File: src/rtl/lcs_cell.sv
// One column of the score table. Each cycle with in_valid high, the row byte
// arrives from the left neighbor together with the left and diagonal scores;
// the cell produces its score for that row and passes the byte and scores on through output registers.
module lcs_cell #(
  parameter int unsigned LenW = 6
) (
  input  logic            clk,
  input  logic            rst,
  input  logic            clear,
  input  logic            in_valid,
  input  logic [7:0]      in_sym,
  input  logic [LenW-1:0] in_left,
  input  logic [LenW-1:0] in_diag,
  input  logic [7:0]      col_sym,
  input  logic            col_en,
  output logic            out_valid,
  output logic [7:0]      out_sym,
  output logic [LenW-1:0] out_score,
  output logic [LenW-1:0] out_up,
  output logic [LenW-1:0] out_col
);

  logic [LenW-1:0] up;
  logic [LenW-1:0] score_next;

  // Score of the latest row seen; after a fill this is the last row's score.
  assign out_col = up;

  always_comb begin
    if (!col_en) begin
      score_next = '0;
    end else if (in_sym == col_sym) begin
      score_next = in_diag + LenW'(1);
    end else if (up > in_left) begin
      score_next = up;
    end else begin
      score_next = in_left;
    end
  end

  always_ff @(posedge clk) begin
    if (rst) begin
      out_valid <= 1'b0;
    end else begin
      out_valid <= in_valid;
    end
    if (clear) begin
      up <= '0;
    end else if (in_valid) begin
      up <= score_next;
    end
    out_sym   <= in_sym;
    out_score <= score_next;
  end

  // Up value as seen before this row's update, i.e. the next cell's diagonal.
  always_ff @(posedge clk) begin
    if (clear) begin
      out_up <= '0;
    end else if (in_valid) begin
      out_up <= up;
    end
  end

endmodule

File: config.mk
export PLATFORM = sky130hd
export DESIGN_NAME = lcs_cell
export DESIGN_NICKNAME = d
export VERILOG_FILES = /design/src/rtl/lcs_cell.sv
export SDC_FILE = /design/constraint.sdc
export NUM_CORES = 1
export LEC_CHECK = 0
export ABC_AREA = 0
export BUFFER_PORTS_ARGS = -buffer_cell sky130_fd_sc_hd__buf_2
export CORE_UTILIZATION = 45
export DETAILED_ROUTE_END_ITERATION = 10
export PLACE_DENSITY = 0.75
export SLEW_MARGIN = 20
export SYNTH_ARGS = -nofsm -noshare
export SYNTH_HDL_FRONTEND = slang
export SYNTH_SLANG_ARGS = --single-unit
export TNS_END_PERCENT = 100
File: constraint.sdc
create_clock -name clk -period 2.39 [get_ports clk]
set_input_delay 0.478 -clock clk [delete_from_list [all_inputs] [get_ports clk]]
set_output_delay 0.478 -clock clk [all_outputs]
set_load 0.03 [all_outputs]
==> qor.csv <==
stage;metric;value;unit
yosys;synth-seq-area-share;42.3;%
global_routing;antenna_found_initial;0;
timing;max_freq;522;MHz
yosys;syn_inst;128;
global_routing;grtUsageTotal;19.3;%
cts;cts_hold_buffers;0;
power_and_ir_drop;ir_drop;0.000354;V
yosys;syn-num-nets;168;
critical_path;cp_data_required_time;2.63;ns
floorplan;fp.dieW;55.3;um
timing;finalSetupViolations;0;
placed_design;io_buffers;59;
critical_path;start_kind;register;
timing;finalMaxSlewViolations;0;
placed_design;gp_congestion;0.774;
timing;finalHoldViolations;0;
cts;numCtsBuffers;3;
yosys;synthTopCellsByArea;dfxtp_1 42%, ha_1 6.9%, xnor2_1 6.9%, a21oi_1 5.1%, mux2i_1 4.7%;
cts;cts-htree-levels;1;
drt;avgViaCountPerCell;5.27;
drt;antenna_left;0;
drt;first_pass_iters;4;
cts;cts_tree;yes;
critical_path;crit_type;reg2reg;
timing;fin_hold_ws;0.254;ns
layout;insertedDiodeCount;0;
floorplan;die_y;55.3;um
yosys;synth_flop_cell;dfxtp_1;
cts;clockBufferDepth;2;
critical_path;endpoint_kind;register;
floorplan;core;2590;um^2
power_and_ir_drop;powerDensity;545;nW/um^2
yosys;syn-cell-area;1280;um^2
cts;root_buffer;clkbuf_4;
layout;syn_to_final_growth;25.9;%
global_routing;grt_start_max_net_pins;17;
floorplan;start_util;49.3;%
cts;cts-resized-gates;0;
timing;setup_tns;0;ns
timing;period_needed;1.91;ns
cts;clkSlewWorstSetupHoldPaths;0.15;ns
layout;nets;227;
timing;slew_headroom;65.2;%
yosys;synth_most_common_cell;dfxtp_1;
global_routing;first_global_vias;1236;
yosys;synthDistinctLibCells;29;
hold_path;hp-class;in2reg;
timing;rsz0062_at_grt;false;
yosys;synth_top_area_share;42.3;%
run;max-cap-violations;0;
global_routing;grt_overflow_total;0;
drt;drc_errors;0;
yosys;ys_warn_count;0;
drt;wl_per_cell;12.9;um
timing;worst_pin_slew;0.520;ns
floorplan;ioPinCount;60;
yosys;avgSynthCellArea;9.98;um^2
drt;num_vias;1139;
cts;clock_insertion_delay_worst_skew;0.33;ns
drt;wl;2790;um
placed_design;dp_hpwl;2220;um
critical_path;crit_fanout;12;
global_routing;grt_pass1_wl;4890;um
timing;fin_crit_sh;80.1;%
yosys;yosys.area.top_type;dfxtp_1;
yosys;synth-edff-count;0;
floorplan;die-area;3060;um^2
timing;clock_skew;0.00166;ns
cts;cts.sinks;27;
yosys;synth-seq-cells;27;
cts;post_cts_buffers;0;
yosys;synthArstFlopShare;0;%
status;status;finished, final reports clean;
drt;drtIter0Drc;27;
critical_path;cp.arrival;2.15;ns
layout;drive_above_1_share;39.2;%
power_and_ir_drop;p_leak;0.811;nW
floorplan;rows;18;
layout;nFillCells;244;
yosys;netlist_top_cells_count;27 x dfxtp_1, 13 x a21oi_1, 10 x xnor2_1;
[report_power, final]
group / internal (mW) / switching (mW) / leakage [nW]
registers: 0.472 / 0.00980 / 0.223
logic: 0.0756 / 0.111 / 0.574
clock network: 0.0641 / 0.144 / 0.0139
[cell type report]
| cell class | count | area [um^2] | share of cell area (%) |
|---|---|---|---|
| clock buffers | 3 | 22.5 | 1.40 |
| clock inverters | 1 | 7.51 | 0.467 |
| inverters | 6 | 22.5 | 1.40 |
| multi-input cells | 89 | 674 | 41.9 |
| flip-flops and latches | 27 | 541 | 33.6 |
| well taps | 30 | 37.5 | 2.33 |
| repair buffers | 60 | 303 | 18.8 |
[registers in the layout, indices dropped and copies added, names as in the netlist]
name,cells
out_col,6
out_score,6
out_sym,8
out_up,6
out_valid,1
[worst paths after layout]
path | cells past startpoint | slack (ns) | endpoint | from
max | 7 | 0.48 | out_col[3]$_SDFFE_PP0P_ | out_col[1]$_SDFFE_PP0P_
min | 1 | 0.25 | out_sym[2]$_DFF_P_ | in_sym[2]
max reg2reg | 7 | 0.48 | out_col[3]$_SDFFE_PP0P_ | out_col[1]$_SDFFE_PP0P_
min reg2reg | 2 | 0.51 | out_up[4]$_SDFFE_PP0P_ | out_up[4]$_SDFFE_PP0P_
[kinds of logic (layout without fill, tap and decap cells)]
family | after synthesis | in the layout | share of synthesized area [%]
flops | 27 | 27 | 42.3
xor+xnor | 12 | 12 | 8.23
compound gates | 34 | 34 | 20.4
buf+inv | 12 | 70 | 4.90
mux | 6 | 6 | 4.70
fa+ha+maj | 7 | 7 | 6.86
simple gates | 30 | 30 | 12.6
[placed cells by master, fill, tap and decap left out, drive strengths merged, types with 7 or more instances in the layout]
cell type	count
xnor2	10
a21oi	13
buf	60
o211ai	7
ha	7
dfxtp	27
nor2	7
[metal layers]
layer	track usage, %	up-vias	wire, um
met5	0	-	0
met1	21.1	534	1140
met3	2.81	4	129
met2	36.8	34	1480
met4	7.14	0	38
li1	-	567	-
[critical path: stages, from the launching register on]
cell and delay [ns]:
dfxtp_1 0.45, ha_1 0.28, nor2b_1 0.15, o21ai_2 0.12
o211ai_2 0.24, a31o_2 0.33, o211ai_1 0.16, a21oi_1 0.08
[stage by stage]
stage	std cells	power, mW	worst slack [ns]	cell area [um^2]	utilization [%]
after floorplan	128	0.613	0.468	1280	-
after global placement	212	0.673	0.314	1580	60.9
after detailed placement	212	0.679	0.284	1580	60.9
after CTS	216	0.887	0.484	1610	62.1
after global routing	216	0.918	0.363	1610	62.1
final	216	0.876	0.475	1610	62.1
(Power assumes the default switching activity.)
